===== config.mk =====
export PLATFORM = sky130hd
export DESIGN_NAME = linear_search_key_value_table
export DESIGN_NICKNAME = d
export VERILOG_FILES = /design/src/rtl/lskv_pkg.sv /design/src/rtl/lskv_cell.sv /design/src/rtl/linear_search_key_value_table.sv
export VERILOG_INCLUDE_DIRS = /design/src /design/src/rtl
export SDC_FILE = /design/constraint.sdc
export NUM_CORES = 2
export LEC_CHECK = 0
export BUFFER_PORTS_ARGS = -buffer_cell sky130_fd_sc_hd__buf_2
export CAP_MARGIN = 30
export CORE_ASPECT_RATIO = 0.9
export CORE_MARGIN = 3
export CORE_UTILIZATION = 32
export DETAILED_ROUTE_END_ITERATION = 8
export PLACE_DENSITY = 0.48
export SYNTH_ARGS = -nofsm -noshare
export SYNTH_HDL_FRONTEND = slang
export SYNTH_HIERARCHICAL = 1
export SYNTH_SLANG_ARGS = --single-unit

===== constraint.sdc =====
create_clock -name clk_i -period 11.4 [get_ports clk_i]
set_clock_uncertainty 0.1 [all_clocks]
set_input_delay 2.28 -clock clk_i [delete_from_list [all_inputs] [get_ports clk_i]]
set_output_delay 2.28 -clock clk_i [all_outputs]
set_load 0.01 [all_outputs]

===== src/rtl/assert_macros.svh =====
// Assertion macros shared by the RTL. Every macro samples on clk_i and is
// disabled while rst_ni is low.
`ifndef ASSERT_MACROS_SVH
`define ASSERT_MACROS_SVH

// Same-cycle implication: when ante holds, cons must hold too.
`define ASSERT_IMPL(lbl, ante, cons, msg) \
  lbl: assert property (@(posedge clk_i) disable iff (!rst_ni) (ante) |-> (cons)) \
    else $error(msg);

// Next-cycle implication: when ante holds, cons must hold in the next cycle.
`define ASSERT_NEXT(lbl, ante, cons, msg) \
  lbl: assert property (@(posedge clk_i) disable iff (!rst_ni) (ante) |=> (cons)) \
    else $error(msg);

`endif


===== src/rtl/lskv_pkg.sv =====
package lskv_pkg;

  // Default number of table entries.
  localparam int unsigned DEFAULT_CAPACITY = 16;

  // Field widths.
  localparam int unsigned KEY_W    = 32;
  localparam int unsigned VALUE_W  = 32;
  localparam int unsigned MODE_W   = 3;
  localparam int unsigned TOTAL_W  = 5;
  localparam int unsigned STATUS_W = 2;

  typedef logic [KEY_W-1:0]   key_t;
  typedef logic [VALUE_W-1:0] value_t;

  // Request modes. Codes five to seven behave as a lookup.
  localparam logic [MODE_W-1:0] MODE_LOOKUP = 3'd0;
  localparam logic [MODE_W-1:0] MODE_ACCESS = 3'd1;
  localparam logic [MODE_W-1:0] MODE_WRITE  = 3'd2;
  localparam logic [MODE_W-1:0] MODE_DELETE = 3'd3;
  localparam logic [MODE_W-1:0] MODE_CLEAR  = 3'd4;

  // Result status codes.
  localparam logic [STATUS_W-1:0] STATUS_OK     = 2'd0;
  localparam logic [STATUS_W-1:0] STATUS_ABSENT = 2'd1;
  localparam logic [STATUS_W-1:0] STATUS_FULL   = 2'd2;

  // Update commands broadcast from the controller to every cell.
  typedef struct packed {
    logic shift;   // close the gap left by a deleted entry
    logic update;  // overwrite the value of the matching entry
    logic append;  // store the request at the tail entry
  } lskv_ctl_t;

endpackage


===== src/rtl/lskv_cell.sv =====
module lskv_cell #(
  parameter int unsigned IDX     = 0,
  parameter int unsigned COUNT_W = 5
) (
  input  logic               clk_i,
  input  logic               rst_ni,
  input  logic               cmp_en_i,
  input  lskv_pkg::lskv_ctl_t ctl_i,
  input  logic [COUNT_W-1:0] count_i,
  input  lskv_pkg::key_t     req_key_i,
  input  lskv_pkg::value_t   wr_value_i,
  input  lskv_pkg::key_t     nbr_key_i,
  input  lskv_pkg::value_t   nbr_value_i,
  input  logic               hit_i,
  output lskv_pkg::key_t     key_o,
  output lskv_pkg::value_t   value_o,
  output logic               hit_o,
  output logic               match_o,
  output lskv_pkg::value_t   sel_value_o
);
  import lskv_pkg::*;

  key_t   key_q;
  value_t value_q;
  logic   match_q;
  logic   live;
  logic   at_tail;

  // This entry is in use while its index is below the entry count.
  assign live    = COUNT_W'(IDX) < count_i;
  assign at_tail = count_i == COUNT_W'(IDX);

  // Compare the stored key against the request key.
  always_ff @(posedge clk_i or negedge rst_ni) begin
    if (!rst_ni) begin
      match_q <= 1'b0;
    end else if (cmp_en_i) begin
      match_q <= live && (key_q == req_key_i);
    end
  end

  // The hit flag ripples along the row: set at the match and past it.
  assign hit_o       = hit_i | match_q;
  assign match_o     = match_q;
  assign sel_value_o = match_q ? value_q : '0;
  assign key_o       = key_q;
  assign value_o     = value_q;

  // Entry update: shift down on delete, overwrite on write, fill on append.
  always_ff @(posedge clk_i) begin
    if (ctl_i.shift && hit_o) begin
      key_q   <= nbr_key_i;
      value_q <= nbr_value_i;
    end else if (ctl_i.update && match_q) begin
      value_q <= wr_value_i;
    end else if (ctl_i.append && at_tail) begin
      key_q   <= req_key_i;
      value_q <= wr_value_i;
    end
  end

endmodule


===== src/rtl/linear_search_key_value_table.sv =====
// A result beat is registered after the request passes the compare state of the cell
// row and then the update state that writes the cells and the result register; a new
// request is taken only while idle or in the update state of the request before it.
// A waiting result stalls only the update cycle; the next request is taken with it.
// Reset (rst_ni low, asynchronous) empties the table and drops any pending result.
`include "assert_macros.svh"

module linear_search_key_value_table #(
  parameter int unsigned CAPACITY = lskv_pkg::DEFAULT_CAPACITY
) (
  input  logic        clk_i,
  input  logic        rst_ni,
  input  logic        s_axis_tvalid,
  output logic        s_axis_tready,
  // [31:0] key, [63:32] new_value
  input  logic [63:0] s_axis_tdata,
  // [2:0] mode
  input  logic [2:0]  s_axis_tuser,
  output logic        m_axis_tvalid,
  input  logic        m_axis_tready,
  // [31:0] read_value, [36:32] entry_total, [39:37] zero
  output logic [39:0] m_axis_tdata,
  // [0] found, [2:1] status
  output logic [2:0]  m_axis_tuser
);
  import lskv_pkg::*;

  localparam int unsigned CountW = $clog2(CAPACITY + 1);
  localparam int unsigned ExtW   = (CountW > TOTAL_W) ? CountW : TOTAL_W;

  typedef enum logic [1:0] {
    ST_IDLE,
    ST_CMP,
    ST_EXEC
  } state_e;

  state_e             state_q;
  logic [MODE_W-1:0]  mode_q;
  key_t               key_q;
  value_t             nval_q;
  logic [CountW-1:0]  count_q;
  logic [CountW-1:0]  count_d;
  logic               out_valid_q;
  value_t             rv_q;
  value_t             rv_d;
  logic               found_q;
  logic [TOTAL_W-1:0] total_q;
  logic [STATUS_W-1:0] status_q;
  logic [STATUS_W-1:0] status_d;
  logic [ExtW-1:0]    count_ext;

  logic       in_fire;
  logic       exec_go;
  logic       hit;
  logic       has_room;
  value_t     hit_value;
  value_t     wr_value;
  lskv_ctl_t  ctl;

  key_t             key_arr   [CAPACITY];
  value_t           value_arr [CAPACITY];
  value_t           sel_arr   [CAPACITY];
  logic [CAPACITY:0] hit_chain;
  logic [CAPACITY-1:0] match_vec;

  // The update cycle runs once the result register is free or being drained.
  assign exec_go       = (state_q == ST_EXEC) && (!out_valid_q || m_axis_tready);
  assign s_axis_tready = (state_q == ST_IDLE) || exec_go;
  assign in_fire       = s_axis_tvalid && s_axis_tready;

  // Row of cells, entry zero first.
  assign hit_chain[0] = 1'b0;
  for (genvar i = 0; i < CAPACITY; i++) begin : g_cell
    key_t   nbr_key;
    value_t nbr_value;
    if (i + 1 < CAPACITY) begin : g_nbr
      assign nbr_key   = key_arr[i+1];
      assign nbr_value = value_arr[i+1];
    end else begin : g_last
      assign nbr_key   = key_arr[i];
      assign nbr_value = value_arr[i];
    end
    lskv_cell #(
      .IDX     (i),
      .COUNT_W (CountW)
    ) u_cell (
      .clk_i       (clk_i),
      .rst_ni      (rst_ni),
      .cmp_en_i    (state_q == ST_CMP),
      .ctl_i       (ctl),
      .count_i     (count_q),
      .req_key_i   (key_q),
      .wr_value_i  (wr_value),
      .nbr_key_i   (nbr_key),
      .nbr_value_i (nbr_value),
      .hit_i       (hit_chain[i]),
      .key_o       (key_arr[i]),
      .value_o     (value_arr[i]),
      .hit_o       (hit_chain[i+1]),
      .match_o     (match_vec[i]),
      .sel_value_o (sel_arr[i])
    );
  end

  assign hit = hit_chain[CAPACITY];

  // At most one cell matches, so an OR of the gated values selects it.
  always_comb begin
    hit_value = '0;
    for (int unsigned i = 0; i < CAPACITY; i++) begin
      hit_value = hit_value | sel_arr[i];
    end
  end

  // Decode the request into cell commands, the new count and the result.
  assign has_room  = count_q < CountW'(CAPACITY);
  assign wr_value  = (mode_q == MODE_WRITE) ? nval_q : '0;

  always_comb begin
    ctl      = '0;
    count_d  = count_q;
    rv_d     = '0;
    status_d = STATUS_OK;
    case (mode_q)
      MODE_ACCESS, MODE_WRITE: begin
        if (hit) begin
          ctl.update = exec_go && (mode_q == MODE_WRITE);
          rv_d       = (mode_q == MODE_WRITE) ? nval_q : hit_value;
        end else if (has_room) begin
          ctl.append = exec_go;
          count_d    = count_q + 1'b1;
          rv_d       = wr_value;
        end else begin
          status_d = STATUS_FULL;
        end
      end
      MODE_DELETE: begin
        if (hit) begin
          ctl.shift = exec_go;
          count_d   = count_q - 1'b1;
        end else begin
          status_d = STATUS_ABSENT;
        end
      end
      MODE_CLEAR: begin
        count_d = '0;
      end
      default: begin
        rv_d = hit ? hit_value : '0;
      end
    endcase
  end

  assign count_ext = ExtW'(count_d);

  // Controller state, entry count and result valid flag.
  always_ff @(posedge clk_i or negedge rst_ni) begin
    if (!rst_ni) begin
      state_q     <= ST_IDLE;
      count_q     <= '0;
      out_valid_q <= 1'b0;
    end else begin
      if (exec_go) begin
        out_valid_q <= 1'b1;
        count_q     <= count_d;
      end else if (m_axis_tready) begin
        out_valid_q <= 1'b0;
      end
      case (state_q)
        ST_IDLE: begin
          if (in_fire) begin
            state_q <= ST_CMP;
          end
        end
        ST_CMP: begin
          state_q <= ST_EXEC;
        end
        ST_EXEC: begin
          if (exec_go) begin
            state_q <= in_fire ? ST_CMP : ST_IDLE;
          end
        end
        default: begin
          state_q <= ST_IDLE;
        end
      endcase
    end
  end

  // Payload registers.
  always_ff @(posedge clk_i) begin
    if (in_fire) begin
      mode_q <= s_axis_tuser;
      key_q  <= s_axis_tdata[KEY_W-1:0];
      nval_q <= s_axis_tdata[KEY_W+VALUE_W-1:KEY_W];
    end
    if (exec_go) begin
      rv_q     <= rv_d;
      found_q  <= hit;
      total_q  <= count_ext[TOTAL_W-1:0];
      status_q <= status_d;
    end
  end

  // Result beat.
  assign m_axis_tvalid = out_valid_q;
  assign m_axis_tdata  = {3'b000, total_q, rv_q};
  assign m_axis_tuser  = {status_q, found_q};

  // Checks on the table logic.
  `ASSERT_IMPL(a_count_bound, 1'b1, count_q <= CountW'(CAPACITY), "entry count above capacity")
  `ASSERT_IMPL(a_single_match, state_q == ST_EXEC, $onehot0(match_vec), "several cells match")
  `ASSERT_IMPL(a_full_status, out_valid_q && (status_q == STATUS_FULL), count_q == CountW'(CAPACITY), "full status with room left")
  `ASSERT_NEXT(a_delete_count, exec_go && (mode_q == MODE_DELETE) && hit, count_q == CountW'($past(count_q) - 1'b1), "delete did not drop the count")

endmodule


==> run metrics <==
Switch Pwr=0.00223 W; Primary FF master, synth=edfxtp_1; Clock transition at path regs=0.06 ns; FP Rows=153; hpwl dp=115 mm; worst slew pin tran=1.02 ns; Routed Antenna Nets=0; GRT Total Usage=18.1%; Nets=4335; H-tree depth=4; crit share post-route=71.0%; via-per-instance ratio=5.05; combinational power share=7.1%; Slowest-stage cell, CP=and2_1; num ports=116; critical path, cell by cell=buf_4 -> or2_4 -> or2_4 -> or2_4 -> or2_2 -> or2_4 -> or2_4 -> or2_4 -> or2_4 -> or2_1 -> or2_4 -> or2_4 -> or2_4 -> or2_4 -> or2_4 -> or2_4 -> or2_4 -> nor4_1 -> and2_1 -> nand4b_1 -> o31a_1 -> nor2_4; Slew Viols, Final=0; Critical Path Fanout Max=35; CTS Root Buffer Type=clkbuf_16; Vert. Die Dim=425 um; DRT iter0 DRCs=2661; GPL Wtd Cong=0.772; Worst slew margin=31.7%; critical setup path kind=flip-flop to flip-flop; CP required=11.68 ns; Arrival @ worst endpoint=8.38 ns; cell taking the most area after synthesis=edfxtp_1; DRT Wirelength=185 mm; Yosys cell types=78; Synth Instances=4076; Overflow after GRT=0; share of Yosys cell area claimed by the top area cell type=54.4%; Startpoint Class=flip-flop; synthesized area per cell=15.3 sq um; Die ar.=200000 sq um; fin crit period=8.10 ns; Top cell by count, worst path=or2_4; RSZ-0062 raised after global routing=no; Initial Util=32.2%; clock tree buffer depth=3; Sum Neg Setup Slack=0 ns; port bufs=112; vias after detailed routing=35000; Flop pwr share=49.0%; CP Capture Type=flip-flop; max cap viols=0; max incr delay on CP=0.85 ns; synthesis-stage register bit count=1155; TritonCTS clock tree=yes; buffer and inverter count on the worst path=1; global-route wire length before repair=265 mm; layout cell share with drive strength beyond 1=35.0%; Highest Clock Rate=123 MHz; Cell Area, Synth=62400 sq um; final hold violations=0; initial antenna violation count=8; delay-heaviest family, CP=simple AND/OR/NAND/NOR gates; worst min path class=flip-flop to flip-flop; Post-Place Cell Area=65300 sq um; outcome=finished, final reports clean; DRC Markers=0; post-CTS setup buffers=0; Layout area overhead=11.5%; total CTS buffers=138; CTS resizes=0; EDFF count, synth=1131; Synth Warn #=6; Max VDD drop=0.157 mV; design area=69600 sq um; Synth area leaders=edfxtp_1 (54%), mux2_4 (14%), mux2_2 (7.7%); CTS Hold Bufs=0; Wirelength per Cell=26.7 um; power density cells=139 nW/um^2; vias in the first global route=35700; core area=194000 sq um; Async S/R FF share, synth=2.08%; Clk pwr share=43.9%; clk_lat worst skew=0.78 ns; sequential area share after synthesis=55.4%; Switching Fraction=23.0%; Int Pwr=0.00747 W; total clock sinks=1155; Die X=472 um; Leakage=26.7 nW; Pre-antenna DRT Iters=6; largest net degree at the start of global routing=65; final setup fails=0
==> power by group through the flow <==
stage | logic [W] | registers, W | clock network (W)
global route | 0.000733 | 0.00475 | 0.00456
global placement | 0.000681 | 0.00484 | 0
detailed placement | 0.000686 | 0.00484 | 0
finish | 0.000686 | 0.00475 | 0.00426
CTS | 0.000690 | 0.00475 | 0.00440
floorplan | 0.000401 | 0.00489 | 0
==> Yosys cell counts (all sizes together), types with 32 or more instances <==
cell type  instances
xnor2             89
edfxtp          1131
nor4             238
clkbuf            58
buf              122
nand4             71
mux2            1024
a22o              32
and2             547
nand2             59
nor2              37
xor2             423
==> state kept, by name (all words and copies together), names as in the netlist, 3 cells and up <==
register               count
count_q                    5
key_q                     32
mode_q                     3
g_cell.u_cell/key_o      512
rv_q                      32
g_cell.u_cell/value_o    512
total_q                    5
nval_q                    32
g_cell.u_cell/match_o     16
==> metrics by stage <==
step / instances / power (W) / setup WS, ns / utilization (%) / hold WS (ns)
floorplan: 4079 / 0.00529 / 2.95 / - / 0.420
global placement: 6671 / 0.00552 / 3.40 / 33.7 / 0.422
detailed placement: 6674 / 0.00553 / 3.32 / 33.7 / 0.438
CTS: 6916 / 0.00984 / 3.29 / 35.9 / 0.449
global route: 6922 / 0.0100 / 2.98 / 36.0 / 0.462
finish: 6923 / 0.00969 / 3.30 / 36.0 / 0.457
==> cell families (layout without fill, tap and decap cells) <==
group / after synthesis / in the layout / synth area share [%]
xor gates and xnor gates: 512 / 512 / 7.20
and+or+nand+nor: 1066 / 1066 / 10.6
buffers and inverters: 197 / 482 / 3.25
adders and majority gates: 3 / 3 / 0.0561
AOI/OAI and AO/OA: 118 / 118 / 1.53
muxes: 1024 / 1024 / 22.0
other: 1 / 6 / 0.00601
DFF: 1155 / 1155 / 55.4
==> path summary, 6_finish.rpt <==
path,start,to,slack [ns],depth (start not counted)
setup / recovery,g_cell[0].u_cell/match_o,g_cell[5].u_cell/key_o[14],3.30,22
hold / removal,g_cell[3].u_cell/value_o[0],g_cell[2].u_cell/value_o[0],0.46,1
setup reg to reg,g_cell[0].u_cell/match_o,g_cell[5].u_cell/key_o[14],3.30,22
hold reg to reg,g_cell[3].u_cell/value_o[0],g_cell[2].u_cell/value_o[0],0.46,1
max in group asynchronous,rst_ni,g_cell[11].u_cell/match_o,9.52,2
min in group asynchronous,rst_ni,m_axis_tvalid,1.21,1
==> area by class of cell <==
cell class	count	area, sq um
clock inverter	55	445
inverter	17	63.8
clock buffer	187	3790
fill	18500	124000
tap	2557	3200
antenna	2	5.00
sequential	1155	34600
timing repair buffer	223	1490
multi-input combinational	2727	26000
==> layout by cell type (no fill, tap or decap), types with 7 or more instances in the layout <==
cell,Yosys,final
a21oi_1,14,12
a22o_1,32,32
and2_1,542,541
buf_2,9,113
buf_4,26,103
clkbuf_1,58,38
clkbuf_16,0,142
clkbuf_8,0,7
clkinv_1,0,19
clkinv_2,0,21
dfrtp_1,24,7
dfrtp_2,0,17
edfxtp_1,1131,1131
inv_1,15,14
mux2_1,14,14
mux2_2,424,424
mux2_4,586,586
nand2_1,45,34
nand2_2,2,10
nand2_4,10,13
nand2b_1,12,10
nand3_1,31,27
nand4_1,71,71
nor2_1,37,25
nor2_4,0,8
nor3_1,11,11
nor4_1,238,238
o21ai_0,9,7
o31ai_1,10,10
or2_4,15,15
xnor2_1,88,88
xor2_1,423,423
==> layer usage <==
layer	vias to the layer above	GRT usage (%)	share of wire, %
met5	-	0	0
li1	15700	-	-
met3	190	2.99	5.1
met4	0	4.87	2.2
met1	18200	25.5	47
met2	865	28.8	46
Power figures use the tool's default switching activity.
